### src/rtl/jvus_pkg.sv
// ----------------------------------------------------------------------------
// jvus_pkg
// Shared widths, reset limits and beat types of the joint velocity scaler.
// ----------------------------------------------------------------------------
`default_nettype none

package jvus_pkg;

  localparam int unsigned LANES          = 6;
  localparam int unsigned JOINT_COUNT    = 6;
  localparam int unsigned VEL_W          = 16;
  localparam int unsigned LIM_W          = 15;
  localparam int unsigned MAG_W          = 16;
  localparam int unsigned Q_W            = 16;
  localparam int unsigned SCALE_W        = Q_W + 1;
  localparam int unsigned DIV_STAGES     = 4;
  localparam int unsigned BITS_PER_STAGE = Q_W / DIV_STAGES;
  localparam int unsigned CFG_IDX_W      = $clog2(LANES);
  // lane entry + divider stages + merge + multiply + output register
  localparam int unsigned DEPTH          = DIV_STAGES + 4;

  localparam logic [SCALE_W-1:0] ONE_Q16 = SCALE_W'(1) << Q_W;

  localparam logic [LANES-1:0][LIM_W-1:0] LIMIT_RESET = {
    15'd17872, 15'd10723, 15'd10723, 15'd6434, 15'd5362, 15'd5362
  };

  typedef struct packed {
    logic [SCALE_W-1:0] ratio;
    logic [MAG_W-1:0]   mag;
    logic               neg;
    logic               exceed;
  } lane_res_t;

  typedef struct packed {
    logic [SCALE_W-1:0]          scale;
    logic                        limited;
    logic [LANES-1:0]            neg;
    logic [LANES-1:0][MAG_W-1:0] mag;
  } merge_t;

  typedef struct packed {
    logic [SCALE_W-1:0]          scale;
    logic                        limited;
    logic [LANES-1:0][VEL_W-1:0] scaled;
  } out_t;

endpackage

`default_nettype wire

### src/rtl/jvus_apply.sv
// ----------------------------------------------------------------------------
// jvus_apply
// Per-lane multiply by the common scale, shift by 16, restore the sign.
// Second stage is the output register.
// ----------------------------------------------------------------------------
`default_nettype none

module jvus_apply import jvus_pkg::*; (
  input  wire logic         clk_i,
  input  wire logic [1:0]   en_i,
  input  wire merge_t       merge_i,
  output out_t              out_o
);

  localparam int unsigned PROD_W = MAG_W + SCALE_W;

  logic [LANES-1:0][MAG_W-1:0] prod_q;
  logic [LANES-1:0]            neg_q;
  logic [SCALE_W-1:0]          scale_q;
  logic                        limited_q;
  out_t                        out_q;

  always_ff @(posedge clk_i) begin
    if (en_i[0]) begin
      for (int j = 0; j < LANES; j++) begin
        prod_q[j] <= MAG_W'((PROD_W'(merge_i.mag[j]) * PROD_W'(merge_i.scale)) >> Q_W);
      end
      neg_q     <= merge_i.neg;
      scale_q   <= merge_i.scale;
      limited_q <= merge_i.limited;
    end
  end

  always_ff @(posedge clk_i) begin
    if (en_i[1]) begin
      for (int j = 0; j < LANES; j++) begin
        out_q.scaled[j] <= neg_q[j] ? VEL_W'(MAG_W'(0) - prod_q[j]) : VEL_W'(prod_q[j]);
      end
      out_q.scale   <= scale_q;
      out_q.limited <= limited_q;
    end
  end

  assign out_o = out_q;

endmodule

`default_nettype wire

### config.mk
export PLATFORM = sky130hd
export DESIGN_NAME = jvus_apply
export DESIGN_NICKNAME = d
export VERILOG_FILES = /design/src/rtl/jvus_pkg.sv /design/src/rtl/jvus_apply.sv
export SDC_FILE = /design/constraint.sdc
export NUM_CORES = 2
export LEC_CHECK = 0
export BUFFER_PORTS_ARGS = -buffer_cell sky130_fd_sc_hd__buf_2
export CORE_MARGIN = 10
export CORE_UTILIZATION = 24
export CTS_CLUSTER_DIAMETER = 200
export DETAILED_ROUTE_END_ITERATION = 8
export PLACE_DENSITY = 0.36
export SLEW_MARGIN = 40
export SYNTH_ARGS = -nofsm -noshare
export SYNTH_HDL_FRONTEND = slang
export SYNTH_SLANG_ARGS = --single-unit
export TNS_END_PERCENT = 20
### constraint.sdc
create_clock -name clk_i -period 9.58 [get_ports clk_i]
set_input_delay 1.916 -clock clk_i [delete_from_list [all_inputs] [get_ports clk_i]]
set_output_delay 1.916 -clock clk_i [all_outputs]
set_load 0.02 [all_outputs]
---- After elaboration in Yosys (flattened, before gate mapping) ----
Index checks and enable logic that the tools add are counted.
operators by class
  $add $sub $neg .......................... 6
  multiplexer cells ....................... 6
  multiply operators ...................... 6
operators by type and width
  operator                 number
  $mul A16 B17 Y32         6
  $mux W16                 6
  $sub A1 B16 Y16 const A  6
storage, ports and cells
  bits in registers ....................... 234
  output and inout port bits .............. 114
  word-level logic and storage cells ...... 35

---- Depth between registers and ports, before layout ----
  depth after elaboration ................. 2
  depth in mapped cells ................... 24
  depth with buffers taken out ............ 22

---- Least setup slack after synthesis ----
OpenSTA, ideal clock, no wires.
  path type ............................... input to register
  start ................................... in merge_i[117] (netlist name)
  end ..................................... reg prod_q[15] (netlist name) (data pin)
  required time ........................... 9.318 ns
  setup slack ............................. 1.586 ns
  stages .................................. 21
  arrival ................................. 7.732 ns
  cell sequence ........................... clkbuf_1 clkbuf_1 clkbuf_1 nand2_1 fa_1 fa_1 fa_1 inv_1 fa_1 fa_1 inv_1 fa_1 inv_1 ha_1 and4_1 o2111a_1 a32o_1 or2_2 a221oi_4 o221ai_2 a311o_2
on the way
  cells in the longest elaborated chain, start to end .. 1
RTL lines
  what                           line              text
  start, declared                jvus_apply.sv:11  input wire merge_t merge_i,
  $mul A16 B17 Y32               jvus_apply.sv:26  prod_q[j] <= MAG_W'((PROD_W'(merge_i.mag[j]) * PROD_W'(merge_i.scale)) >> Q_W);
  end signal, assigned by index  jvus_apply.sv:26
  end, declared                  jvus_apply.sv:17  logic [LANES-1:0][MAG_W-1:0] prod_q;
Every way passes these cells.
A chain may end at the register's enable or synchronous reset.

---- Worst setup path in the final report ----
  start ................................... in merge_i[110] (netlist name)
  end ..................................... reg prod_q[47] (netlist name) (data pin)
Same word-level chain as after synthesis.

==> impl_table.tex <==
\begin{tabular}{lr}
\hline
Metric & Value \\
\hline
\multicolumn{2}{l}{\textbf{Critical path}} \\
\quad Crit end category & flop \\
\quad Data required time at the worst endpoint & 9.95 ns \\
\quad Critical path buffers and inverters & 6 \\
\quad CP startpoint & merge\_i[110] \\
\quad Cell chain of the critical path & buf\_4 -> buf\_4 -> nand2\_1 -> fa\_1 -> inv\_1 -> fa\_1 -> fa\_1 -> fa\_1 -> fa\_1 -> inv\_1 -> fa\_1 -> inv\_1 -> ha\_1 -> inv\_1 -> nor2\_1 -> o2111ai\_1 -> o31ai\_1 -> a31oi\_1 -> o21ai\_0 -> mux2i\_1 -> nand4\_1 \\
\quad Startpoint of the worst register-to-register path & prod\_q[32] \\
\quad Worst-path fanout max & 33 \\
\quad Worst path arrival time & 8.45 ns \\
\quad Critical Path Source Type & input pin \\
\quad Slowest library cell on the worst path & sky130\_fd\_sc\_hd\_\_fa\_1 \\
\quad Delay of the slowest cell on the worst path & 0.61 ns \\
\quad Worst Path Class, Setup & input pin to flop \\
\quad Cell mode on critical path & sky130\_fd\_sc\_hd\_\_fa\_1 \\
\quad Top delay family on crit path & adder cells \\
\multicolumn{2}{l}{\textbf{CTS}} \\
\quad Bufs on Longest Clock Path & 3 \\
\quad Number of gates resized after cts & 0 \\
\quad Number of clock sinks & 234 \\
\quad Root buffer cell & sky130\_fd\_sc\_hd\_\_clkbuf\_16 \\
\quad Number of buffers inserted by post-CTS setup repair & 0 \\
\quad CTS tree & built \\
\quad H-tree Lvls & 2 \\
\quad Clock latency of the later-clocked register in the worst-skew pair & 0.63 ns \\
\quad Cts bufs inserted & 39 \\
\quad Number of buffers inserted by hold repair at cts & 0 \\
\quad Clock edge transition at the registers on the reported setup and hold paths & 0.05 ns \\
\multicolumn{2}{l}{\textbf{Die}} \\
\quad Chip width & 517.9 um \\
\quad Initial core utilization & 0.2414 \\
\quad I/O Pins & 237 \\
\quad Die boundary height & 517.9 um \\
\quad Number of placement rows & 182 \\
\quad Die Footprint & 268200 um\^{}2 \\
\quad Area of the core & 246400 um\^{}2 \\
\multicolumn{2}{l}{\textbf{Global route}} \\
\quad Initial antenna violation count & 29 \\
\quad Via count of the first global-routing pass & 46598 \\
\quad First-pass GRT wire length & 288600 um \\
\quad Maximum number of pins on one net before global-route repair & 53 \\
\quad Met3 usage in global routing & 0.01477 \\
\quad Met2 track demand over resource in global routing & 0.2317 \\
\quad Aggregate global routing overflow & 0 \\
\quad GR Layer Usage met1 & 0.1887 \\
\quad Most used routing layer & met2 \\
\quad GRT Util Overall & 0.1371 \\
\multicolumn{2}{l}{\textbf{Timing}} \\
\quad Tmin final & 8.086 ns \\
\quad Final count of hold timing violations & 0 \\
\quad Maximum clock frequency & 123.7 MHz \\
\quad Clock skew after layout & 0.02172 ns \\
\quad Worst Max-Slew Pin Slew & 0.8215 ns \\
\quad Count of endpoints failing setup in the final report & 0 \\
\quad Final-report max-slew violation count & 0 \\
\quad Max-Slew Margin vs Limit & 0.4523 \\
\quad Worst Hold Slack & 0.4158 ns \\
\quad Final cycle utilization of the critical path & 0.8441 \\
\quad Final TNS setup & 0 ns \\
\quad Unrepaired setup endpoints after global routing & no \\
\multicolumn{2}{l}{\textbf{Power and ir drop}} \\
\quad Total power density per cell area & 392.2 nW/um\^{}2 \\
\quad Maximum resistive drop on vdd & 316.0 uV \\
\quad Pleak & 31.98 nW \\
\multicolumn{2}{l}{\textbf{Yosys}} \\
\quad Share of flip-flops with an asynchronous set or reset & 0 \\
\quad Main area contributors after synthesis & sky130\_fd\_sc\_hd\_\_fa\_1 42\%, sky130\_fd\_sc\_hd\_\_ha\_1 12\%, sky130\_fd\_sc\_hd\_\_edfxtp\_1 12\% \\
\quad Post-synthesis cell type count & 72 \\
\quad Cell count after synthesis & 6265 \\
\quad Post-Syn Area per Cell & 9.496 um\^{}2 \\
\quad Cell types with the highest counts after synthesis & 1400 x sky130\_fd\_sc\_hd\_\_inv\_1, 1236 x sky130\_fd\_sc\_hd\_\_fa\_1, 957 x sky130\_fd\_sc\_hd\_\_nand2\_1 \\
\quad Count of yosys warnings during synthesis & 0 \\
\quad Most repeated cell in the gate-level netlist after synthesis & sky130\_fd\_sc\_hd\_\_inv\_1 \\
\quad Post-synthesis register bit count & 234 \\
\quad Largest area contributor in the synthesized netlist & sky130\_fd\_sc\_hd\_\_fa\_1 \\
\quad Number of enable flip-flop cells after synthesis & 234 \\
\quad Flip-flop cell with the highest count after synthesis & sky130\_fd\_sc\_hd\_\_edfxtp\_1 \\
\quad Total nets after synthesis & 8218 \\
\quad Register area share after synthesis & 0.1181 \\
\quad Netlist area before placement & 59490 um\^{}2 \\
\quad Synth top area share & 0.4159 \\
\multicolumn{2}{l}{\textbf{Drt}} \\
\quad Average wire length per cell after detail routing & 18.80 um \\
\quad Pre-Repair DR Iteration Count & 5 \\
\quad Final ANT Viol Nets & 0 \\
\quad Vias/cell & 4.233 \\
\quad Overall routed net length & 182100 um \\
\quad Count of unresolved DRC violations after routing & 0 \\
\quad Total number of vias & 41003 \\
\quad Number of DRC markers after the initial detailed-route iteration & 1788 \\
\multicolumn{2}{l}{\textbf{Hold path}} \\
\quad Hold crit path type & flop to flop \\
\quad Beginning of the worst hold path & scale\_q[2] \\
\multicolumn{2}{l}{\textbf{Place}} \\
\quad I/O Buffers & 236 \\
\quad Hpwl dp & 140000 um \\
\quad Weighted congestion at the end of routability-driven global placement & 0.7740 \\
\multicolumn{2}{l}{\textbf{Job}} \\
\quad Max-cap viol count & 0 \\
\multicolumn{2}{l}{\textbf{Cells and area}} \\
\quad Growth of design area from synthesis to finish & 10.78\% \\
\quad Fill cells & 26580 \\
\quad Number of nets in the layout & 8283 \\
\quad Fraction of final layout cells sized beyond drive strength 1 & 0.06430 \\
\multicolumn{2}{l}{\textbf{Run status}} \\
\quad Outcome & finished, final reports clean \\
\hline
\end{tabular}
path summary, 6_finish.rpt:
path,to,slack (ns),depth (start not counted)
setup / recovery,prod_q[47],1.49,21
setup reg to reg,out_o[45],7.32,8
hold / removal,out_o[99],0.42,0
hold reg to reg,out_o[99],0.42,0
per-stage QoR:
stage	cells	instance area, um^2	power (mW)	worst slack [ns]	util
detailed placement	9600	64500	24.58	0.7152	0.2618
floorplan	6265	59490	18.63	1.586	-
global placement	9600	64490	24.80	0.8027	0.2617
finish	9686	65900	25.84	1.494	0.2675
CTS	9672	65850	26.55	1.400	0.2672
global route	9684	65900	29.46	1.057	0.2675
layout by cell type, fill, tap and decap left out, types with 11 or more instances in the layout:
master and instances:
sky130_fd_sc_hd__a21oi_1 91, sky130_fd_sc_hd__nor3_1 20, sky130_fd_sc_hd__xnor2_1 153, sky130_fd_sc_hd__xor2_1 49
sky130_fd_sc_hd__nand4_1 20, sky130_fd_sc_hd__or4_1 19, sky130_fd_sc_hd__clkbuf_16 40, sky130_fd_sc_hd__nor2_1 58
sky130_fd_sc_hd__nand3_1 27, sky130_fd_sc_hd__and3_1 21, sky130_fd_sc_hd__diode_2 13, sky130_fd_sc_hd__fa_1 1236
sky130_fd_sc_hd__nand2b_1 12, sky130_fd_sc_hd__nand2_1 957, sky130_fd_sc_hd__nor2b_1 14, sky130_fd_sc_hd__buf_4 74
sky130_fd_sc_hd__o41ai_1 12, sky130_fd_sc_hd__and2_1 753, sky130_fd_sc_hd__ha_1 594, sky130_fd_sc_hd__o21ai_0 75
sky130_fd_sc_hd__edfxtp_1 234, sky130_fd_sc_hd__a21o_1 69, sky130_fd_sc_hd__buf_12 13, sky130_fd_sc_hd__buf_2 217
sky130_fd_sc_hd__o21a_1 11, sky130_fd_sc_hd__inv_1 1400, sky130_fd_sc_hd__o31ai_1 21, sky130_fd_sc_hd__a211oi_1 13
sequential cells by signal, summed over array words and instances, names as in the netlist:
name and count:
out_o 114, limited_q 1, scale_q 17, neg_q 6
prod_q 96
power by group:
group / total [mW] / switching (mW) / internal [mW]
Combinational: 21.5 / 12.4 / 9.11
Sequential: 2.79 / 0.276 / 2.51
Clock: 1.53 / 0.596 / 0.934
Total: 25.8 / 13.3 / 12.6
metal layers:
layer	share of wire	vias to the layer above
met4	0.020	8
met2	0.47	548
li1	-	18908
met3	0.029	180
met5	0.00023	-
met1	0.48	21359
final cells by class:
cell class                 count  area (um^2)  area share
tap                         3312         4144     0.06288
multi-input combinational   4345        46130      0.7000
clock inverter                23        311.5    0.004727
sequential                   234         7027      0.1066
inverter                    1400         5255     0.07974
clock buffer                  49         1035     0.01570
antenna                       13        32.53   0.0004936
timing repair buffer         310         1969     0.02988
kinds of logic (layout without fill, tap and decap cells):
| group | count (synthesis) | in the layout | synth area share |
|---|---|---|---|
| AND/OR/NAND/NOR | 1934 | 1934 | 0.1606 |
| adder cells (fa/ha/maj) | 1830 | 1830 | 0.5409 |
| buffers and inverters | 1686 | 1782 | 0.1065 |
| AO/OA/AOI/OAI | 378 | 378 | 0.04400 |
| flip-flops | 234 | 234 | 0.1181 |
| XOR/XNOR | 202 | 202 | 0.02974 |
| multiplexers | 1 | 1 | 0.0001683 |
| other | 0 | 13 | 0 |
Note: power is estimated with default switching activity, not from simulation.
