`config.mk`:
```
export PLATFORM = sky130hd
export DESIGN_NAME = jvus_merge
export DESIGN_NICKNAME = d
export VERILOG_FILES = /design/src/rtl/jvus_pkg.sv /design/src/rtl/jvus_merge.sv
export SDC_FILE = /design/constraint.sdc
export NUM_CORES = 1
export LEC_CHECK = 0
export ABC_AREA = 1
export ABC_CLOCK_PERIOD_IN_PS = 14000
export BUFFER_PORTS_ARGS = -buffer_cell sky130_fd_sc_hd__buf_2
export CAP_MARGIN = 5
export CORE_ASPECT_RATIO = 0.6
export CORE_MARGIN = 3
export CORE_UTILIZATION = 30
export CTS_CLUSTER_DIAMETER = 40
export DETAILED_ROUTE_END_ITERATION = 6
export PLACE_DENSITY_LB_ADDON = 0.25
export SLEW_MARGIN = 20
export SYNTH_ARGS = -nofsm -noshare
export SYNTH_HDL_FRONTEND = slang
export SYNTH_SLANG_ARGS = --single-unit
```
`constraint.sdc`:
```
create_clock -name clk_i -period 14 [get_ports clk_i]
set_input_delay 0.7 -clock clk_i [delete_from_list [all_inputs] [get_ports clk_i]]
set_output_delay 0.7 -clock clk_i [all_outputs]
set_load 0.01 [all_outputs]
```
`src/rtl/jvus_pkg.sv`:
```
// ----------------------------------------------------------------------------
// jvus_pkg
// Shared widths, reset limits and beat types of the joint velocity scaler.
// ----------------------------------------------------------------------------
`default_nettype none

package jvus_pkg;

  localparam int unsigned LANES          = 6;
  localparam int unsigned JOINT_COUNT    = 6;
  localparam int unsigned VEL_W          = 16;
  localparam int unsigned LIM_W          = 15;
  localparam int unsigned MAG_W          = 16;
  localparam int unsigned Q_W            = 16;
  localparam int unsigned SCALE_W        = Q_W + 1;
  localparam int unsigned DIV_STAGES     = 4;
  localparam int unsigned BITS_PER_STAGE = Q_W / DIV_STAGES;
  localparam int unsigned CFG_IDX_W      = $clog2(LANES);
  // lane entry + divider stages + merge + multiply + output register
  localparam int unsigned DEPTH          = DIV_STAGES + 4;

  localparam logic [SCALE_W-1:0] ONE_Q16 = SCALE_W'(1) << Q_W;

  localparam logic [LANES-1:0][LIM_W-1:0] LIMIT_RESET = {
    15'd17872, 15'd10723, 15'd10723, 15'd6434, 15'd5362, 15'd5362
  };

  typedef struct packed {
    logic [SCALE_W-1:0] ratio;
    logic [MAG_W-1:0]   mag;
    logic               neg;
    logic               exceed;
  } lane_res_t;

  typedef struct packed {
    logic [SCALE_W-1:0]          scale;
    logic                        limited;
    logic [LANES-1:0]            neg;
    logic [LANES-1:0][MAG_W-1:0] mag;
  } merge_t;

  typedef struct packed {
    logic [SCALE_W-1:0]          scale;
    logic                        limited;
    logic [LANES-1:0][VEL_W-1:0] scaled;
  } out_t;

endpackage

`default_nettype wire

```
`src/rtl/jvus_merge.sv`:
```
// ----------------------------------------------------------------------------
// jvus_merge
// Combines the lanes: smallest ratio becomes the common scale, any excess
// sets the limit flag.
// ----------------------------------------------------------------------------
`default_nettype none

module jvus_merge import jvus_pkg::*; (
  input  wire logic                  clk_i,
  input  wire logic                  en_i,
  input  wire lane_res_t [LANES-1:0] lane_i,
  output merge_t                     merge_o
);

  merge_t merge_d, merge_q;

  always_comb begin
    merge_d.scale   = ONE_Q16;
    merge_d.limited = 1'b0;
    for (int j = 0; j < LANES; j++) begin
      if (lane_i[j].ratio < merge_d.scale) begin
        merge_d.scale = lane_i[j].ratio;
      end
      merge_d.limited = merge_d.limited | lane_i[j].exceed;
      merge_d.neg[j]  = lane_i[j].neg;
      merge_d.mag[j]  = lane_i[j].mag;
    end
  end

  always_ff @(posedge clk_i) begin
    if (en_i) begin
      merge_q <= merge_d;
    end
  end

  assign merge_o = merge_q;

endmodule

`default_nettype wire

```
=== Yosys cells after proc, flatten, opt, wreduce, memory -nomap -nowiden ===
Index checks and enable logic that the tools add are counted.

* Flip-flop bits (word level): 120
* Input bits: 212
* Logic and storage cells: 26

* Magnitude comparators: 6
* Muxes and demuxes: 6
* Bitwise logic cells: 5

{| class="wikitable"
|+ Operators by type and width
! cell !! number
|-
| 17-bit two-way mux || 6
|-
| 17-bit < comparator || 5
|-
| 17-bit < comparator, second input constant || 1
|-
| 1-bit OR || 5
|}

=== Depth between registers and ports, before layout ===
Gate-level depths: netlist of run 1.

* Depth in word-level cells: 12
* Depth in mapped cells: 70
* Gate-level depth less buffers: 64

=== Worst setup path before layout of run 1 ===
No wires, ideal clock.

* Path kind: input to register
* Start point: input lane_i[34] (netlist name)
* End point: register merge_q (netlist bit merge_o[109]) (data pin)
* Library setup time: 0.253 ns
* Data arrival time: 8.624 ns
* Required time: 13.747 ns
* Slack: 5.123 ns
* Stages: 51
* Cell sequence: inv_2 -> clkbuf_1 -> nand2_1 -> ha_1 -> nand2_1 -> nor2_1 -> nand3_1 -> nor2_2 -> nor2_4 -> nand2_4 -> clkbuf_1 -> clkbuf_1 -> o21ai_0 -> ha_1 -> nand4_1 -> nor3_1 -> nand4_1 -> nor2_1 -> [15 not listed] -> a21oi_1 -> nor2_1 -> a211oi_1 -> o221a_2 -> nand2_4 -> buf_2 -> o21a_1 -> inv_1 -> ha_1 -> a21oi_1 -> nor2_1 -> a211oi_1 -> o221ai_1 -> a21oi_1 -> nand2_4 -> buf_6 -> nand2_1 -> nand2_1

{| class="wikitable"
|+ RTL lines
! item !! RTL line !! RTL
|-
| start, declared || jvus_merge.sv:11 || <nowiki>input wire lane_res_t [LANES-1:0] lane_i,</nowiki>
|-
| end signal, assigned || jvus_merge.sv:32 || <nowiki>merge_q <= merge_d;</nowiki>
|-
| end, declared || jvus_merge.sv:15 || <nowiki>merge_t merge_d, merge_q;</nowiki>
|}

==> results of run 1 <==
-- stage by stage --
stage / area (µm²) / instances / power (mW) / util, %
3_3_place_gp: 8620 / 1247 / 0.944 / 40.3
2_1_floorplan: 6660 / 650 / 0.786 / -
6_report: 9280 / 1281 / 1.41 / 43.4
4_1_cts: 9280 / 1280 / 1.43 / 43.4
3_5_place_dp: 8620 / 1247 / 0.947 / 40.3
5_1_grt: 9280 / 1281 / 1.52 / 43.4
-- logic make-up after synthesis --
group / after synthesis
fa+ha+maj: 75
buf+inv: 65
flops: 120
compound gates: 105
simple gates: 285
-- cells in the final DEF, fill, tap and decap left out --
cell	count
sky130_fd_sc_hd__o221a_2	1
sky130_fd_sc_hd__o21bai_1	2
sky130_fd_sc_hd__nand3_2	1
sky130_fd_sc_hd__o21a_1	14
sky130_fd_sc_hd__clkbuf_16	25
sky130_fd_sc_hd__nor2_1	21
sky130_fd_sc_hd__or3_1	1
sky130_fd_sc_hd__nor2_2	4
sky130_fd_sc_hd__nor2_4	1
sky130_fd_sc_hd__inv_1	44
sky130_fd_sc_hd__nand2_1	190
sky130_fd_sc_hd__nand4_1	7
sky130_fd_sc_hd__and2_1	1
sky130_fd_sc_hd__o21ai_0	47
sky130_fd_sc_hd__ha_1	75
sky130_fd_sc_hd__a21o_1	2
sky130_fd_sc_hd__buf_4	3
sky130_fd_sc_hd__clkinv_2	1
sky130_fd_sc_hd__nor4_1	2
sky130_fd_sc_hd__nand2_2	7
sky130_fd_sc_hd__a211oi_1	8
sky130_fd_sc_hd__a21oi_1	25
sky130_fd_sc_hd__inv_2	5
sky130_fd_sc_hd__nand3b_1	3
sky130_fd_sc_hd__diode_2	1
sky130_fd_sc_hd__edfxtp_1	120
sky130_fd_sc_hd__nand2_4	6
sky130_fd_sc_hd__a21oi_2	2
sky130_fd_sc_hd__nand3_1	35
sky130_fd_sc_hd__nor3_1	6
sky130_fd_sc_hd__clkinv_1	3
sky130_fd_sc_hd__o221ai_1	4
sky130_fd_sc_hd__buf_2	330
sky130_fd_sc_hd__clkbuf_1	5
-- how the worst max path moves through the flow --
stage,start,to
after global placement,lane_i[34],merge_o[114]
after detailed placement,lane_i[34],merge_o[115]
after floorplan,lane_i[34],merge_o[109]
after global routing,lane_i[34],merge_o[109]
after CTS,lane_i[34],merge_o[115]
final,lane_i[34],merge_o[115]
-- worst max-delay path, delay by kind of cell --
kind	cells	cell delay [ps]
AO/OA/AOI/OAI	14	3400
adder cells (fa/ha/maj)	5	1520
buffers and inverters	5	660
AND/OR/NAND/NOR	23	3320
-- power groups by stage --
| stage | logic, mW | registers, mW | clock network (mW) |
|---|---|---|---|
| floorplan | 0.289 | 0.498 | 0 |
| global route | 0.547 | 0.470 | 0.504 |
| finish | 0.474 | 0.467 | 0.472 |
| global placement | 0.471 | 0.473 | 0 |
| CTS | 0.478 | 0.467 | 0.480 |
| detailed placement | 0.474 | 0.473 | 0 |
-- metal layers --
metal | vias up | global-route usage (%) | part of all wire (%)
met1 | 2645 | 24.4 | 47
met3 | 34 | 5.41 | 6.1
met5 | - | 0 | 0.26
met2 | 162 | 25.8 | 45
met4 | 10 | 3.27 | 1.4
li1 | 2977 | - | -
-- synthesized netlist by cell type --
cell type and number:
sky130_fd_sc_hd__nor4_1 2, sky130_fd_sc_hd__or3_1 1, sky130_fd_sc_hd__nor2_1 21, sky130_fd_sc_hd__nor2_2 4, sky130_fd_sc_hd__nand3_2 1, sky130_fd_sc_hd__o221ai_1 4, sky130_fd_sc_hd__a21oi_1 25, sky130_fd_sc_hd__nand3b_1 3
sky130_fd_sc_hd__and2_1 1, sky130_fd_sc_hd__nor2_4 1, sky130_fd_sc_hd__buf_6 1, sky130_fd_sc_hd__nand2_4 6, sky130_fd_sc_hd__o21ai_0 47, sky130_fd_sc_hd__nand3_1 35, sky130_fd_sc_hd__o21a_1 14, sky130_fd_sc_hd__a211oi_1 8
sky130_fd_sc_hd__clkinv_1 1, sky130_fd_sc_hd__edfxtp_1 120, sky130_fd_sc_hd__inv_1 44, sky130_fd_sc_hd__ha_1 75, sky130_fd_sc_hd__clkbuf_1 11, sky130_fd_sc_hd__a21o_1 2, sky130_fd_sc_hd__buf_2 3, sky130_fd_sc_hd__nand4_1 7
sky130_fd_sc_hd__o21bai_1 2, sky130_fd_sc_hd__nor3_1 6, sky130_fd_sc_hd__a21oi_2 2, sky130_fd_sc_hd__nand2_2 7, sky130_fd_sc_hd__inv_2 5, sky130_fd_sc_hd__o221a_2 1, sky130_fd_sc_hd__nand2_1 190
-- layout make-up --
cell class,instances,area (µm²)
Multi-Input combinational cell,465,2800
Clock inverter,3,12.5
Sequential cell,120,3600
Inverter,50,188
Timing Repair Buffer,333,1670
Fill cell,2063,12100
Tap cell,279,349
Antenna cell,1,2.50
Clock buffer,30,644
==> impl_metrics.env, run 1 <==
export IMPL_clk_root_buffer_cell="sky130_fd_sc_hd__clkbuf_16"
export IMPL_tritoncts_num_sinks=120
export IMPL_floorplan_initialDensity_pct=31.1
export IMPL_largest_register_ffs=120
export IMPL_intPower_mw=0.952
export IMPL_end_kind="flop"
export IMPL_detailroute_via_count=5828
export IMPL_critPathMaxStageDelay_ps=420
export IMPL_worstMarginPinSlew_ps=798
export IMPL_globalRouteOverflowTotal=0
export IMPL_critPathMostFrequentCell="sky130_fd_sc_hd__nand2_1"
export IMPL_syn_inst=650
export IMPL_synth_area_leader_cell="sky130_fd_sc_hd__edfxtp_1"
export IMPL_max_clock_freq_mhz=107
export IMPL_synthTopCellsByArea="sky130_fd_sc_hd__edfxtp_1, sky130_fd_sc_hd__ha_1, sky130_fd_sc_hd__nand2_1"
export IMPL_io_pins=332
export IMPL_avgSynthCellArea_um2=10.3
export IMPL_crit_fanout=33
export IMPL_synth_seq_area_share_pct=54.1
export IMPL_antenna_found_initial=6
export IMPL_cts_made_buffers=25
export IMPL_dp_slack_ps=4180
export IMPL_register_bit_count_reported_by_yosys=120
export IMPL_htree_levels=4
export IMPL_muxShareOfSynthArea_pct=0
export IMPL_final_period_utilization_pct=66.8
export IMPL_timing_max_slew_rel_slack_pct=46.8
export IMPL_swShare_pct=32.7
export IMPL_yosys_warnings=0
export IMPL_setup_ws_ps=4650
export IMPL_hold_viol_final=0
export IMPL_antenna_left=0
export IMPL_first_global_vias=5711
export IMPL_wl_final_um=21700
export IMPL_maxSlewViolCount=0
export IMPL_p_per_area_nw_per_um2=152
export IMPL_netlist_area_pre_place_um2=6660
export IMPL_max_cap_violations=0
export IMPL_hold_path_depth=1
export IMPL_post_cts_buffers=0
export IMPL_crit_path_top_delay_cell="sky130_fd_sc_hd__nor4_1"
export IMPL_gpl_final_weighted_congestion=0.834
export IMPL_drt_vias_per_instance=4.55
export IMPL_cts_tree="done"
export IMPL_share_comb_of_total_power_pct=33.6
export IMPL_grt_max_degree=63
export IMPL_dominant_combinational_cell_family_by_area_after_synthesis="simple AND/OR/NAND/NOR gates"
export IMPL_crit_arrival_ps=9660
export IMPL_dpl_hpwl_um=18000
export IMPL_grtUsageTotal_pct=17.1
export IMPL_die_w_um=198
export IMPL_power_frac_seq_pct=33.0
export IMPL_wl_per_cell_um=16.9
export IMPL_drive_gt1_share_pct=38.6
export IMPL_placeableCoreArea_um2=21400
export IMPL_power_share_clock_pct=33.4
export IMPL_synthSimpleGateAreaFrac_pct=18.7
export IMPL_cts_hold_repair_buffers=0
export IMPL_synthAdderAreaFrac_pct=14.1
export IMPL_vdd_drop_max_mv=0.0757
export IMPL_worst_endpoint_required_ps=14310
export IMPL_dieHeight_um=121
export IMPL_total_number_of_placement_rows=41
export IMPL_num_nets_final=1282
export IMPL_complex_gate_fraction_of_the_synthesized_area_pct=9.30
export IMPL_hold_start="lane_i[151]"
export IMPL_result_of_the_run="completed"
export IMPL_switching_power_mw=0.461
export IMPL_drt_pass1_iterations=5
export IMPL_remaining_drc_errors=0
export IMPL_min_delay_worst_endpoint="merge_o[73]"
export IMPL_kind_of_start_point_of_the_critical_path="input pin"
export IMPL_fp_dieArea_um2=24100
export IMPL_postSynthNetCount=937
export IMPL_cellLeakagePower_nw=4.47
export IMPL_synth_top_cell_area_share_pct=54.1
export IMPL_cts_repair_resized=0
export IMPL_syn_to_final_growth_pct=39.2
export IMPL_whs_ps=427
export IMPL_setup_repair_after_global_routing_missed_its_margin="false"
export IMPL_drt_iter0_drc=355
export IMPL_number_of_setup_violations_in_the_final_report=0
export IMPL_cts_buffer_depth=3
export IMPL_synth_cell_types=31
export IMPL_synthXorXnorAreaFrac_pct=0
export IMPL_placement_io_buffers=331
export IMPL_path_class="in2reg"
export IMPL_cts_clk_slew_worst_paths_ps=50
export IMPL_grt_first_pass_wirelength_um=31800
export IMPL_tns_ps=0
export IMPL_min_path_type="in2reg"
export IMPL_finalWorstPathRequiredPeriod_ps=9350
No activity file was read; power rests on OpenSTA's default activity.
==> run 2, diff against run 1 <==
--- a/config.mk
+++ b/config.mk
@@ -6,7 +6,7 @@
 export NUM_CORES = 1
 export LEC_CHECK = 0
 export ABC_AREA = 1
-export ABC_CLOCK_PERIOD_IN_PS = 14000
+export ABC_CLOCK_PERIOD_IN_PS = 9700
 export BUFFER_PORTS_ARGS = -buffer_cell sky130_fd_sc_hd__buf_2
 export CAP_MARGIN = 5
 export CORE_ASPECT_RATIO = 0.6
==> constraint.sdc (replaced) <==
create_clock -name clk_i -period 9.7 [get_ports clk_i]
set_input_delay 0.485 -clock clk_i [delete_from_list [all_inputs] [get_ports clk_i]]
set_output_delay 0.485 -clock clk_i [all_outputs]
set_load 0.01 [all_outputs]
==> impl_metrics.env, run 2 (synthesis results as in run 1) <==
export IMPL_cts_tree="done"
export IMPL_total_number_of_placement_rows=41
export IMPL_worst_path_dominant_cell_family="simple AND/OR/NAND/NOR gates"
export IMPL_fp_dieArea_um2=24100
export IMPL_grtUsageTotal_pct=17.1
export IMPL_mostFrequentLayoutCell="sky130_fd_sc_hd__buf_2"
export IMPL_number_of_setup_violations_in_the_final_report=0
export IMPL_maxSlewViolCount=0
export IMPL_wp_buf_inv=5
export IMPL_setup_ws_ps=874
export IMPL_clk_root_buffer_cell="sky130_fd_sc_hd__clkbuf_16"
export IMPL_crit_arrival_ps=9140
export IMPL_globalRouteOverflowTotal=0
export IMPL_drt_pass1_iterations=4
export IMPL_first_global_vias=5845
export IMPL_drt_iter0_drc=314
export IMPL_dp_slack_ps=63.2
export IMPL_hold_start="lane_i[181]"
export IMPL_cts_made_buffers=25
export IMPL_grt_max_degree=73
export IMPL_hold_path_depth=1
export IMPL_placeableCoreArea_um2=21400
export IMPL_max_cap_violations=0
export IMPL_post_cts_buffers=0
export IMPL_cts_clk_slew_worst_paths_ps=50
export IMPL_p_per_area_nw_per_um2=219
export IMPL_max_clock_freq_mhz=113
export IMPL_cts_buffer_depth=3
export IMPL_min_path_type="in2reg"
export IMPL_placement_io_buffers=331
export IMPL_mostFrequentLayoutCells="sky130_fd_sc_hd__buf_2, sky130_fd_sc_hd__nand2_1, sky130_fd_sc_hd__edfxtp_1"
export IMPL_antenna_found_initial=6
export IMPL_final_period_utilization_pct=91.0
export IMPL_hold_viol_final=0
export IMPL_io_pins=332
export IMPL_worst_endpoint_required_ps=10010
export IMPL_wl_per_cell_um=16.8
export IMPL_gpl_final_weighted_congestion=0.833
export IMPL_timing_max_slew_rel_slack_pct=38.7
export IMPL_path_class="in2reg"
export IMPL_crit_fanout=33
export IMPL_grt_first_pass_wirelength_um=31700
export IMPL_finalCoreUtilization_pct=43.5
export IMPL_antenna_left=0
export IMPL_htree_levels=4
export IMPL_remaining_drc_errors=0
export IMPL_vdd_drop_max_mv=0.112
export IMPL_min_delay_worst_endpoint="merge_o[84]"
export IMPL_wl_final_um=21600
export IMPL_syn_to_final_growth_pct=39.6
export IMPL_finalWorstPathRequiredPeriod_ps=8830
export IMPL_worstMarginPinSlew_ps=919
export IMPL_floorplan_initialDensity_pct=31.1
export IMPL_dpl_hpwl_um=18000
export IMPL_dieHeight_um=121
export IMPL_tritoncts_num_sinks=120
export IMPL_num_nets_final=1282
export IMPL_end_kind="flop"
export IMPL_largest_register_ffs=120
export IMPL_kind_of_start_point_of_the_critical_path="input pin"
export IMPL_critPathMaxStageDelay_ps=390
export IMPL_drt_vias_per_instance=4.56
export IMPL_die_w_um=198
export IMPL_crit_path_top_delay_cell="sky130_fd_sc_hd__or3_1"
export IMPL_detailroute_via_count=5847
export IMPL_cellLeakagePower_nw=4.47
export IMPL_result_of_the_run="completed"
export IMPL_drive_gt1_share_pct=39.1
export IMPL_critPathMostFrequentCell="sky130_fd_sc_hd__nand2_1"
export IMPL_whs_ps=209
-- run 2: cell count changes in the layout (fill, tap and decap cells not counted) --
cell	change
sky130_fd_sc_hd__a21oi_1	-1
sky130_fd_sc_hd__a21oi_2	+1
sky130_fd_sc_hd__clkbuf_1	-2
sky130_fd_sc_hd__clkinv_2	+2
sky130_fd_sc_hd__diode_2	+2
sky130_fd_sc_hd__nor3_1	-1
sky130_fd_sc_hd__nor3_2	+1
sky130_fd_sc_hd__nor4_1	-1
sky130_fd_sc_hd__nor4_2	+1
sky130_fd_sc_hd__o21ai_0	-8
sky130_fd_sc_hd__o21ai_1	+8
-- run 2: per-layer routing --
| metal | routed length (µm) | share of wire [%] | track usage (%) | up-vias |
|---|---|---|---|---|
| met5 | 41 | 0.19 | 0 | - |
| met1 | 9970 | 46 | 24.3 | 2655 |
| met3 | 1500 | 7.0 | 5.19 | 26 |
| met4 | 327 | 1.5 | 3.89 | 6 |
| met2 | 9710 | 45 | 25.5 | 175 |
| li1 | - | - | - | 2985 |
-- run 2: worst max path at each step --
stage | slack [ps] | end | cells after the start | startpoint
3_3_place_gp | 50 | merge_o[114] | 47 | lane_i[34]
5_1_grt | -20 | merge_o[106] | 46 | lane_i[34]
2_1_floorplan | 1040 | merge_o[109] | 51 | lane_i[34]
6_report | 870 | merge_o[106] | 46 | lane_i[34]
4_1_cts | 500 | merge_o[106] | 47 | lane_i[34]
3_5_place_dp | 60 | merge_o[117] | 47 | lane_i[34]
-- run 2: area by class of cell --
cell class	instances	area, µm²
antenna	3	7.51
clock buffer	28	637
clock inverter	5	22.5
fill	2069	12100
inverter	50	188
multi-input combinational	465	2820
sequential	120	3600
tap	279	349
timing repair buffer	333	1670
-- run 2: power breakdown --
group / internal, mW / switching, mW / total (mW)
sequential: 0.656 / 0.0171 / 0.674
combinational: 0.260 / 0.431 / 0.691
clock: 0.457 / 0.220 / 0.677
total: 1.37 / 0.668 / 2.04
-- run 2: metrics by stage --
step	cells	cell area [µm²]	TNS [ps]	total power [mW]
global placement	1247	8620	0	1.36
global route	1283	9300	-23.4	2.19
CTS	1280	9280	0	2.06
floorplan	650	6660	0	1.14
detailed placement	1247	8620	0	1.37
finish	1283	9300	0	2.04
-- run 2: timing repair --
item	in CTS	in global routing
hold buffers	0	0
resized for setup	0	11
endpoints found under the setup margin	0	17
endpoints found under the hold margin	0	0
