`src/rtl/jvus_pkg.sv`:
```
// ----------------------------------------------------------------------------
// jvus_pkg
// Shared widths, reset limits and beat types of the joint velocity scaler.
// ----------------------------------------------------------------------------
`default_nettype none

package jvus_pkg;

  localparam int unsigned LANES          = 6;
  localparam int unsigned JOINT_COUNT    = 6;
  localparam int unsigned VEL_W          = 16;
  localparam int unsigned LIM_W          = 15;
  localparam int unsigned MAG_W          = 16;
  localparam int unsigned Q_W            = 16;
  localparam int unsigned SCALE_W        = Q_W + 1;
  localparam int unsigned DIV_STAGES     = 4;
  localparam int unsigned BITS_PER_STAGE = Q_W / DIV_STAGES;
  localparam int unsigned CFG_IDX_W      = $clog2(LANES);
  // lane entry + divider stages + merge + multiply + output register
  localparam int unsigned DEPTH          = DIV_STAGES + 4;

  localparam logic [SCALE_W-1:0] ONE_Q16 = SCALE_W'(1) << Q_W;

  localparam logic [LANES-1:0][LIM_W-1:0] LIMIT_RESET = {
    15'd17872, 15'd10723, 15'd10723, 15'd6434, 15'd5362, 15'd5362
  };

  typedef struct packed {
    logic [SCALE_W-1:0] ratio;
    logic [MAG_W-1:0]   mag;
    logic               neg;
    logic               exceed;
  } lane_res_t;

  typedef struct packed {
    logic [SCALE_W-1:0]          scale;
    logic                        limited;
    logic [LANES-1:0]            neg;
    logic [LANES-1:0][MAG_W-1:0] mag;
  } merge_t;

  typedef struct packed {
    logic [SCALE_W-1:0]          scale;
    logic                        limited;
    logic [LANES-1:0][VEL_W-1:0] scaled;
  } out_t;

endpackage

`default_nettype wire

```
`src/rtl/jvus_lane.sv`:
```
// ----------------------------------------------------------------------------
// jvus_lane
// One joint: magnitude, limit compare and a pipelined restoring divider
// forming limit*2^16/|v|, four quotient bits per stage.
// ----------------------------------------------------------------------------
`default_nettype none

module jvus_lane import jvus_pkg::*; (
  input  wire logic                    clk_i,
  input  wire logic [DIV_STAGES:0]     en_i,
  input  wire logic signed [VEL_W-1:0] vel_i,
  input  wire logic [LIM_W-1:0]        limit_i,
  output lane_res_t                    res_o
);

  logic [MAG_W-1:0] mag;
  logic [MAG_W-1:0] rem_q [DIV_STAGES];
  logic [Q_W-1:0]   quo_q [DIV_STAGES+1];
  logic [MAG_W-1:0] mag_q [DIV_STAGES+1];
  logic             neg_q [DIV_STAGES+1];
  logic             exc_q [DIV_STAGES+1];

  assign mag = vel_i[VEL_W-1] ? MAG_W'(-vel_i) : MAG_W'(vel_i);

  // remainder starts at limit; low 16 dividend bits are zero
  always_ff @(posedge clk_i) begin
    if (en_i[0]) begin
      rem_q[0] <= MAG_W'(limit_i);
      quo_q[0] <= '0;
      mag_q[0] <= mag;
      neg_q[0] <= vel_i[VEL_W-1];
      exc_q[0] <= mag > MAG_W'(limit_i);
    end
  end

  for (genvar k = 1; k <= DIV_STAGES; k++) begin : g_div
    logic [MAG_W-1:0] rem_d;
    logic [Q_W-1:0]   quo_d;

    always_comb begin
      logic [MAG_W:0] t;
      rem_d = rem_q[k-1];
      quo_d = quo_q[k-1];
      t     = '0;
      for (int b = 0; b < BITS_PER_STAGE; b++) begin
        t = {rem_d, 1'b0};
        if (t >= {1'b0, mag_q[k-1]}) begin
          t     = t - {1'b0, mag_q[k-1]};
          quo_d = {quo_d[Q_W-2:0], 1'b1};
        end else begin
          quo_d = {quo_d[Q_W-2:0], 1'b0};
        end
        rem_d = t[MAG_W-1:0];
      end
    end

    always_ff @(posedge clk_i) begin
      if (en_i[k]) begin
        quo_q[k] <= quo_d;
        mag_q[k] <= mag_q[k-1];
        neg_q[k] <= neg_q[k-1];
        exc_q[k] <= exc_q[k-1];
      end
    end

    if (k < DIV_STAGES) begin : g_rem
      always_ff @(posedge clk_i) begin
        if (en_i[k]) begin
          rem_q[k] <= rem_d;
        end
      end
    end
  end

  assign res_o.ratio  = exc_q[DIV_STAGES] ? {1'b0, quo_q[DIV_STAGES]} : ONE_Q16;
  assign res_o.mag    = mag_q[DIV_STAGES];
  assign res_o.neg    = neg_q[DIV_STAGES];
  assign res_o.exceed = exc_q[DIV_STAGES];

endmodule

`default_nettype wire

```
`config.mk`:
```
export PLATFORM = sky130hd
export DESIGN_NAME = jvus_lane
export DESIGN_NICKNAME = d
export VERILOG_FILES = /design/src/rtl/jvus_pkg.sv /design/src/rtl/jvus_lane.sv
export SDC_FILE = /design/constraint.sdc
export NUM_CORES = 1
export LEC_CHECK = 0
export BUFFER_PORTS_ARGS = -buffer_cell sky130_fd_sc_hd__buf_4
export CAP_MARGIN = 20
export CORE_MARGIN = 8
export CORE_UTILIZATION = 53
export DETAILED_ROUTE_END_ITERATION = 6
export PLACE_DENSITY = 0.71
export SKIP_CTS_REPAIR_TIMING = 1
export SLEW_MARGIN = 20
export SYNTH_ARGS = -nofsm -noshare
export SYNTH_HDL_FRONTEND = slang
export SYNTH_SLANG_ARGS = --single-unit
```
`constraint.sdc`:
```
create_clock -name clk_i -period 16.2 [get_ports clk_i]
set_input_delay 4.86 -clock clk_i [delete_from_list [all_inputs] [get_ports clk_i]]
set_output_delay 4.86 -clock clk_i [all_outputs]
set_load 0.02 [all_outputs]
```
# ---- Yosys cells after proc, flatten, opt, wreduce, memory -nomap -nowiden
# Memory sizes are Yosys's and may differ from the RTL's.
# Index checks and enable logic that the tools add are counted.
dict set report op_classes {
  addsub 16
  n_mul 0
  div_mod_pow 0
  magnitude_cmp 17
  eq_ne 0
  n_shift 0
  muxes 43
  n_bitwise 0
  n_reduce_logical 0
}
# operator n
set op_table {}
lappend op_table {{>= comparator 17 x 16 -> 1 bit} 16}
lappend op_table {{two-way mux 16 bit} 16}
lappend op_table {{subtractor 16 bit} 15}
lappend op_table {{two-way mux 1 bit} 26}
lappend op_table {{two-way mux 17 bit} 1}
lappend op_table {{greater-than comparator 16 x 15 -> 1 bit} 1}
lappend op_table {{negator 16 bit} 1}
dict set report word_totals {
  register_bits 0
  latchBits 0
  mem_bits_rw 234
  romBits 0
  out_inout_bits 35
  mem_count 5
}
# name words width rd rd_ports_with_merged_regs write_ports line_no
set memory_table {}
lappend memory_table {mag_q 5 16 5 0 5 jvus_lane.sv:19} ;# logic [MAG_W-1:0] mag_q [DIV_STAGES+1];
lappend memory_table {quo_q 5 16 5 0 5 jvus_lane.sv:18} ;# logic [Q_W-1:0] quo_q [DIV_STAGES+1];
lappend memory_table {rem_q 4 16 4 0 4 jvus_lane.sv:17} ;# logic [MAG_W-1:0] rem_q [DIV_STAGES];
lappend memory_table {exc_q 5 1 5 0 5 jvus_lane.sv:21} ;# logic exc_q [DIV_STAGES+1];
lappend memory_table {neg_q 5 1 5 0 5 jvus_lane.sv:20} ;# logic neg_q [DIV_STAGES+1];

# ---- Longest topological paths before layout
# Gate-level depths: netlist of the first run.
# An unclocked memory read counts as a cell.
dict set report depth {
  depth_word 9
  depth_mapped 48
  depth_no_buf 43
}

# ---- Least setup slack after synthesis of the first run
# No wires, ideal clock.
dict set report synth_timing {
  kind {reg2reg}
  startpoint {memory mag_q[2][0] (netlist: mag_q[0][32])}
  endpoint {memory rem_q[3][10], data pin}
  t_arrival_ns 9.336
  t_required_ns 15.940
  path_slack_ns 6.604
  stages_incl_launch_ff 44
  synth_period_minus_slack_ns 9.596
  path_cell_list {edfxtp_1 -> clkbuf_1 -> clkinv_1 -> fa_1 -> a21o_1 -> a21o_1 -> a2111oi_4 -> o21bai_2 -> o31ai_4 -> nor3_1 -> a211o_1 -> nand2_1 -> nand2_1 -> ha_1 -> inv_1 -> or2_2 -> nor3_1 -> a41o_1 -> [... 8 more ...] -> nor4_1 -> a41o_1 -> o31ai_1 -> a21oi_1 -> o21ba_4 -> inv_2 -> mux2_1 -> ha_1 -> a21boi_0 -> o21ai_1 -> a21oi_1 -> a221o_1 -> a22oi_1 -> a21oi_1 -> nor2_1 -> mux2i_2 -> buf_2 -> mux2_2}
}
# item line_no
set synth_rtl {}
lappend synth_rtl {{start, declared} jvus_lane.sv:19}
lappend synth_rtl {{end, declared} jvus_lane.sv:17}

==> impl_metrics.ini, run 1 <==
[final_layout]
fillers = 3381
antennaDiodeCount = 0
final-seq-area_um2 = 5800
multiInputGateArea_um2 = 13900
nNetsFinal = 2546
stdcell_count = 2775
syn_to_final_growth_pct = 7.27
drive_above_1_share = 0.122

[cts]
h-tree-depth = 4
clk_latency_ns = 0.46
clockBufferDepth = 2
cts-root-buf = clkbuf_16
cts.clk_slew.worst_paths_ns = 0.09
cts.sinks = 193
cts_buffers = 17
cts_tree = yes

[yosys]
synth_warnings = 0
yosysTopAreaCell = edfxtp_1
syn_area_um2 = 20500
yosys.area_share.simple = 0.135
synthFlopType = edfxtp_1
yosys.area_share.adder = 0.162
synth.avg_cell_area_um2 = 9.32
synth_top_area_frac = 0.282
synth_top_family_by_area = compound AO/OA/AOI/OAI gates
synth_mux_area_frac = 0.0852
synth_edf_count = 193
synth_fp_nets = 2505
synth_compound_area_frac = 0.211
netlist_top_cells_area = edfxtp_1 (28%), ha_1 (16%), xnor2_1 (5.6%)
ys_seq_elements = 193
synth-xor-area-share = 0.0814
synthArstFlopShare = 0
synth_cells = 2204
synth.distinct_cells = 95
yosysSeqAreaShare = 0.282

[floorplanning]
die_area_um2 = 45300
start_util = 0.534
die_x_um = 213
core-area_um2 = 38500
die_h_um = 213
io_pins = 72
row_count = 72

[worst_setup_path]
ff2ff_path_depth = 39
critPathSlowestCell = a21oi_4
crit_type = reg2reg
critical_path.endpoint_type = flop
critPathArrivalTime_ns = 11.35
worst-path-max-fanout = 22
r2r_end = rem_q[1][2]
crit_top_cell = ha_1
crit_path_start_kind = flop
rrSetupSlack_ns = 5.06
r2r_start = mag_q[0][1]
critPathBufInv = 4
slowest_delay_ns = 0.60
cp_top_family = compound AO/OA/AOI/OAI gates
worstPathRequired_ns = 16.40

[timing]
rsz0062_at_grt = false
finalHoldViolations = 0
skew_ns = 0.0186
finalSetupViolations = 0
worst_pin_slew_ns = 0.871
timing.hold.ws_ns = 0.407
fin_crit_ns = 11.14
finalSetupTns_ns = 0
final_max_slew_viol_count = 0
fin_crit_sh = 0.688
clock.fmax_mhz = 89.7
timing.slew.headroom = 0.420

[detailed_routing]
drtIter0Drc = 1216
dr.pass1.iters = 5
wl_per_cell_um = 20.3
vias = 17141
vias_per_cell = 6.18
final_antenna_net_count = 0
drc_errors = 0
drt_wl_total_um = 56300

[placed_design]
place_inst = 2744
hpwl_um = 44700
gp_congestion = 0.942
port_buffers = 71

[worst_hold_path]
hold_path_end = quo_q[4][8]
min_from = quo_q[3][4]
min-delay-path-class = reg2reg
min_delay_path_depth = 0

[global_route]
grt_pass1_wl_um = 89300
grt_pass1_vias = 16863
grt_start_max_net_pins = 47
grt.total_usage = 0.247
antenna_found_initial = 0
gr-total-overflow = 0

[outcome]
status = finished, final reports clean

[run]
cap_violations = 0
[layout make-up]
cell class | count | area share
clock buffer | 17 | 0.0193
clock inverter | 14 | 0.00574
sequential | 193 | 0.263
inverter | 148 | 0.0252
timing repair buffer | 78 | 0.0266
multi-input combinational | 1807 | 0.631
tap | 518 | 0.0294
[cell families (layout without fill, tap and decap cells)]
kind of cell / after synthesis / count (layout)
and+or+nand+nor: 553 / 553
buffers and inverters: 204 / 257
muxes: 153 / 153
xor gates and xnor gates: 191 / 191
adders and majority gates: 264 / 264
AOI/OAI and AO/OA: 646 / 646
DFF: 193 / 193
[per-stage QoR]
step                      cell area [µm²]  setup slack [ns]  utilization
final                               22000              5.06        0.573
after global routing                22000              4.09        0.573
after global placement              21500              5.44        0.558
after CTS                           22000              4.96        0.572
after detailed placement            21500              4.99        0.558
after floorplan                     20500              6.60            -
[sequential cells by signal, indices dropped and copies added, names as in the netlist]
| name | cells |
|---|---|
| quo_q | 40 |
| exc_q | 5 |
| mag_q | 80 |
| rem_q | 63 |
| neg_q | 5 |
[worst reg2reg max path, delay by kind of cell (launching register included)]
family / cells / cell delay (ns)
AO/OA/AOI/OAI: 24 / 6.28
flip-flops: 1 / 0.45
multiplexers: 4 / 1.37
AND/OR/NAND/NOR: 3 / 0.44
buffers and inverters: 4 / 0.98
adder cells (fa/ha/maj): 4 / 1.39
[synth_stat cells, types with 17 or more instances]
cell / count
inv_1: 142
mux2_2: 99
o21a_1: 51
nand3_1: 36
and2_1: 30
nand2b_1: 32
mux2_1: 25
o21bai_1: 25
o21ai_0: 112
xnor2_1: 131
nand2_1: 120
or2_2: 18
xor2_1: 60
nor2b_1: 24
nor2_1: 145
a21o_1: 96
nor3_1: 47
nand4_1: 34
ha_1: 260
a211oi_1: 21
o31ai_1: 22
a31oi_1: 17
clkbuf_1: 22
edfxtp_1: 193
buf_4: 18
a21oi_1: 172
[worst max-delay path by stage]
stage	cells past startpoint	end	slack, ns	start
global route	39	rem_q[1][2]	4.09	mag_q[0][1]
CTS	39	rem_q[1][5]	4.96	mag_q[0][1]
finish	39	rem_q[1][2]	5.06	mag_q[0][1]
detailed placement	39	rem_q[1][5]	4.99	mag_q[0][1]
global placement	41	rem_q[3][4]	5.44	mag_q[0][32]
floorplan	43	rem_q[3][10]	6.60	mag_q[0][32]
[per-layer routing]
metal	share of wire	track usage	vias to the layer above
li1	-	-	8302
met1	0.44	0.315	8260
met2	0.48	0.426	475
met3	0.050	0.0301	104
met4	0.033	0.0911	0
met5	0	0	-
[placed cells by master (no fill, tap or decap), types with 36 or more instances in the layout]
cell and count:
mux2_2 99, nor2_1 145, a21oi_1 171, nand2_1 120, edfxtp_1 193, nand3_1 36, xnor2_1 131, xor2_1 60
ha_1 260, o21ai_0 112, o21a_1 51, a21o_1 96, inv_1 142, buf_4 78, nor3_1 47
Power of run 1 is not shown: default switching activity piles up to over one toggle a cycle in this logic, so the estimate is an artifact.
==> run 2: changes to the inputs <==
==> constraint.sdc (replaced) <==
create_clock -name clk_i -period 10.4 [get_ports clk_i]
set_input_delay 3.12 -clock clk_i [delete_from_list [all_inputs] [get_ports clk_i]]
set_output_delay 3.12 -clock clk_i [all_outputs]
set_load 0.02 [all_outputs]
==> impl_metrics.ini, run 2 (synthesis results as in run 1) <==
[outcome]
status = finished, final reports clean

[worst_setup_path]
crit_type = reg2reg
critPathSlowestCell = a211o_2
crit_top_cell = ha_1
worst-path-max-fanout = 20
slowest_delay_ns = 0.53
crit_path_start_kind = flop
critPathArrivalTime_ns = 10.01
worstPathRequired_ns = 10.59
critical_path.endpoint_type = flop

[timing]
finalHoldViolations = 0
fin_crit_sh = 0.944
timing.slew.headroom = 0.422
skew_ns = 0.0123
finalSetupTns_ns = 0
finalSetupViolations = 0
clock.fmax_mhz = 102
worst_pin_slew_ns = 0.868
final_max_slew_viol_count = 0
fin_crit_ns = 9.82

[cts]
h-tree-depth = 4
clk_latency_ns = 0.46
cts-root-buf = clkbuf_16
cts_buffers = 17
cts.clk_slew.worst_paths_ns = 0.08
clockBufferDepth = 2
cts.sinks = 193
cts_tree = yes

[detailed_routing]
vias_per_cell = 6.07
dr.pass1.iters = 7
wl_per_cell_um = 19.9
final_antenna_net_count = 0
drtIter0Drc = 1353
drt_wl_total_um = 56200
vias = 17128
drc_errors = 0

[floorplanning]
die_area_um2 = 45300
start_util = 0.534
die_x_um = 213
row_count = 72
io_pins = 72
die_h_um = 213
core-area_um2 = 38500

[final_layout]
drive_above_1_share = 0.142
fillers = 3367
antennaDiodeCount = 0
final_cell_mix = ha_1 (260), edfxtp_1 (193), a21oi_1 (170)
stdcell_count = 2820
largest-register = mag_q
nNetsFinal = 2590
final_common_cell = ha_1
syn_to_final_growth_pct = 9.26
reg_top3 = mag_q (80), rem_q (63), quo_q (40)
largest_reg_flops = 80

[run]
cap_violations = 0

[worst_hold_path]
min-delay-path-class = reg2reg

[placed_design]
port_buffers = 71
place_inst = 2780
hpwl_um = 45100
gp_congestion = 0.922

[global_route]
grt_pass1_vias = 16546
gr-total-overflow = 0
antenna_found_initial = 0
grt_start_max_net_pins = 47
grt.total_usage = 0.246
grt_pass1_wl_um = 88500
==> run 2: worst paths after layout <==
kind | from | endpoint | slack [ns] | depth (start not counted)
worst max-delay path | mag_q[0][26] | rem_q[2][2] | 0.58 | 34
worst min-delay path | exc_q[3] | exc_q[4] | 0.42 | 0
worst max register to register | mag_q[0][26] | rem_q[2][2] | 0.58 | 34
worst min register to register | exc_q[3] | exc_q[4] | 0.42 | 0
==> run 2: metrics by stage <==
stage          utilization  worst slack, ns  hold slack (ns)  instance area, µm²
2_1_floorplan            -            0.804            0.400               20500
3_3_place_gp         0.566            0.303            0.401               21800
3_5_place_dp         0.566            0.243            0.405               21800
4_1_cts              0.580            0.139            0.418               22300
5_1_grt              0.583          -0.0204            0.428               22400
6_report             0.583            0.581            0.416               22400
==> run 2: worst max-delay path, delay by kind of cell (launching register included) <==
kind | cells | cell delay [ns]
muxes | 4 | 1.58
adders and majority gates | 4 | 1.53
and+or+nand+nor | 7 | 1.40
buffers and inverters | 3 | 0.68
AOI/OAI and AO/OA | 16 | 3.97
DFF | 1 | 0.40
==> run 2: area by class of cell <==
class / instances / area (µm²) / share of cell area
multi-input cells: 1807 / 13900 / 0.621
well taps: 518 / 648 / 0.0289
repair buffers: 122 / 953 / 0.0425
inverters: 148 / 559 / 0.0249
flip-flops and latches: 193 / 5800 / 0.258
clock inverters: 15 / 129 / 0.00574
clock buffers: 17 / 425 / 0.0190
==> run 2: metal layers <==
metal | vias up | share of wire | GRT usage
met3 | 102 | 0.047 | 0.0305
met4 | 0 | 0.031 | 0.0890
met5 | - | 0 | 0
met1 | 8131 | 0.45 | 0.319
met2 | 490 | 0.47 | 0.418
li1 | 8405 | - | -
Power of run 2 is left out for the same reason.
==> run 3: changes to the inputs <==
--- a/config.mk
+++ b/config.mk
@@ -11,6 +11,7 @@
 export CORE_UTILIZATION = 53
 export DETAILED_ROUTE_END_ITERATION = 6
 export PLACE_DENSITY = 0.71
+export RECOVER_POWER = 50
 export SKIP_CTS_REPAIR_TIMING = 1
 export SLEW_MARGIN = 20
 export SYNTH_ARGS = -nofsm -noshare
==> impl_metrics.ini, run 3 (synthesis results as in run 1) <==
[run]
cap_violations = 3

[final_layout]
syn_to_final_growth_pct = 8.95
reg_top3 = mag_q (80), rem_q (63), quo_q (40)
final_common_cell = ha_1
stdcell_count = 2820
multiInputGateArea_um2 = 13900
largest-register = mag_q
fillers = 3391
largest_reg_flops = 80
antennaDiodeCount = 0
final_cell_mix = ha_1 (260), edfxtp_1 (193), a21oi_1 (170)
final-seq-area_um2 = 5800
nNetsFinal = 2590
drive_above_1_share = 0.135

[timing]
worst_pin_slew_ns = 2.30
finalHoldViolations = 0
timing.hold.ws_ns = 0.416
skew_ns = 0.0129
finalSetupViolations = 0
fin_crit_sh = 0.944
final_max_slew_viol_count = 108
timing.slew.headroom = -0.536
clock.fmax_mhz = 102
fin_crit_ns = 9.81

[worst_setup_path]
ff2ff_path_depth = 44
crit_top_cell = a21oi_1
r2r_start = mag_q[0][37]
worst-path-max-fanout = 16
crit_type = reg2reg
slowest_delay_ns = 0.42
rrSetupSlack_ns = 0.59
worstPathRequired_ns = 10.60
critPathSlowestCell = a221o_1
critPathArrivalTime_ns = 10.01
r2r_end = rem_q[3][11]
crit_path_start_kind = flop
critical_path.endpoint_type = flop

[cts]
cts_buffers = 17
clk_latency_ns = 0.46
cts_tree = yes
clockBufferDepth = 2
h-tree-depth = 4
cts.clk_slew.worst_paths_ns = 0.08
cts-root-buf = clkbuf_16
cts.sinks = 193

[detailed_routing]
drtIter0Drc = 1308
dr_wl_met3_um = 2590
vias_per_cell = 6.07
highest_layer = met4
final_antenna_net_count = 0
drt-met1-wl_um = 25400
drt_wl_total_um = 56300
vias = 17108
drc_errors = 0
wl_met2_um = 26600
wl_per_cell_um = 20.0
dr.pass1.iters = 5

[floorplanning]
die_x_um = 213
die_area_um2 = 45300
die_h_um = 213
io_pins = 72
start_util = 0.534
row_count = 72
core-area_um2 = 38500

[global_route]
gr-total-overflow = 0
antenna_found_initial = 0
grt_start_max_net_pins = 47
grt_pass1_vias = 16546
grt_pass1_wl_um = 88500
grt.total_usage = 0.246

[placed_design]
gp_congestion = 0.922
port_buffers = 71
place_inst = 2780
hpwl_um = 45100

[worst_hold_path]
hold_path_end = exc_q[4]
min-delay-path-class = reg2reg
min_from = exc_q[3]
min_delay_path_depth = 0

[outcome]
failed_checks = max-capacitance violations, max-slew violations
status = finished with violations
## run 3: layer usage
metal / track usage / vias up
met5: 0 / -
met4: 0.0890 / 0
met3: 0.0305 / 104
met2: 0.418 / 478
met1: 0.319 / 8121
li1: - / 8405
## run 3: cell type report
type                            instances  share of cell area
Multi-Input combinational cell       1807               0.623
Sequential cell                       193               0.259
Timing Repair Buffer                  122              0.0398
Tap cell                              518              0.0290
Inverter                              148              0.0250
Clock buffer                           17              0.0190
Clock inverter                         15             0.00576
## run 3: worst max path at each step
stage,startpoint,to,slack (ns),cells past startpoint
CTS,mag_q[0][26],rem_q[2][1],0.14,34
floorplan,mag_q[0][32],rem_q[3][10],0.80,43
global placement,mag_q[0][17],rem_q[2][15],0.30,36
global route,mag_q[0][32],rem_q[3][11],-0.02,43
detailed placement,mag_q[0][26],rem_q[2][1],0.24,34
finish,mag_q[0][37],rem_q[3][11],0.59,44
## run 3: per-stage QoR
stage	util	TNS (ns)	setup slack [ns]	area, µm²
detailed placement	0.566	0	0.243	21800
CTS	0.580	0	0.139	22300
finish	0.582	0	0.585	22400
global route	0.582	-0.0249	-0.0204	22400
floorplan	-	0	0.804	20500
global placement	0.566	0	0.303	21800
## run 3: worst max-delay path: cells and delay by family, from the launching register on
kind	cells	cell delay, ns
flip-flops	1	0.37
buffers and inverters	7	1.13
multiplexers	4	1.08
AO/OA/AOI/OAI	22	4.28
AND/OR/NAND/NOR	7	1.23
adder cells (fa/ha/maj)	4	1.47
Power of run 3 is left out for the same reason.
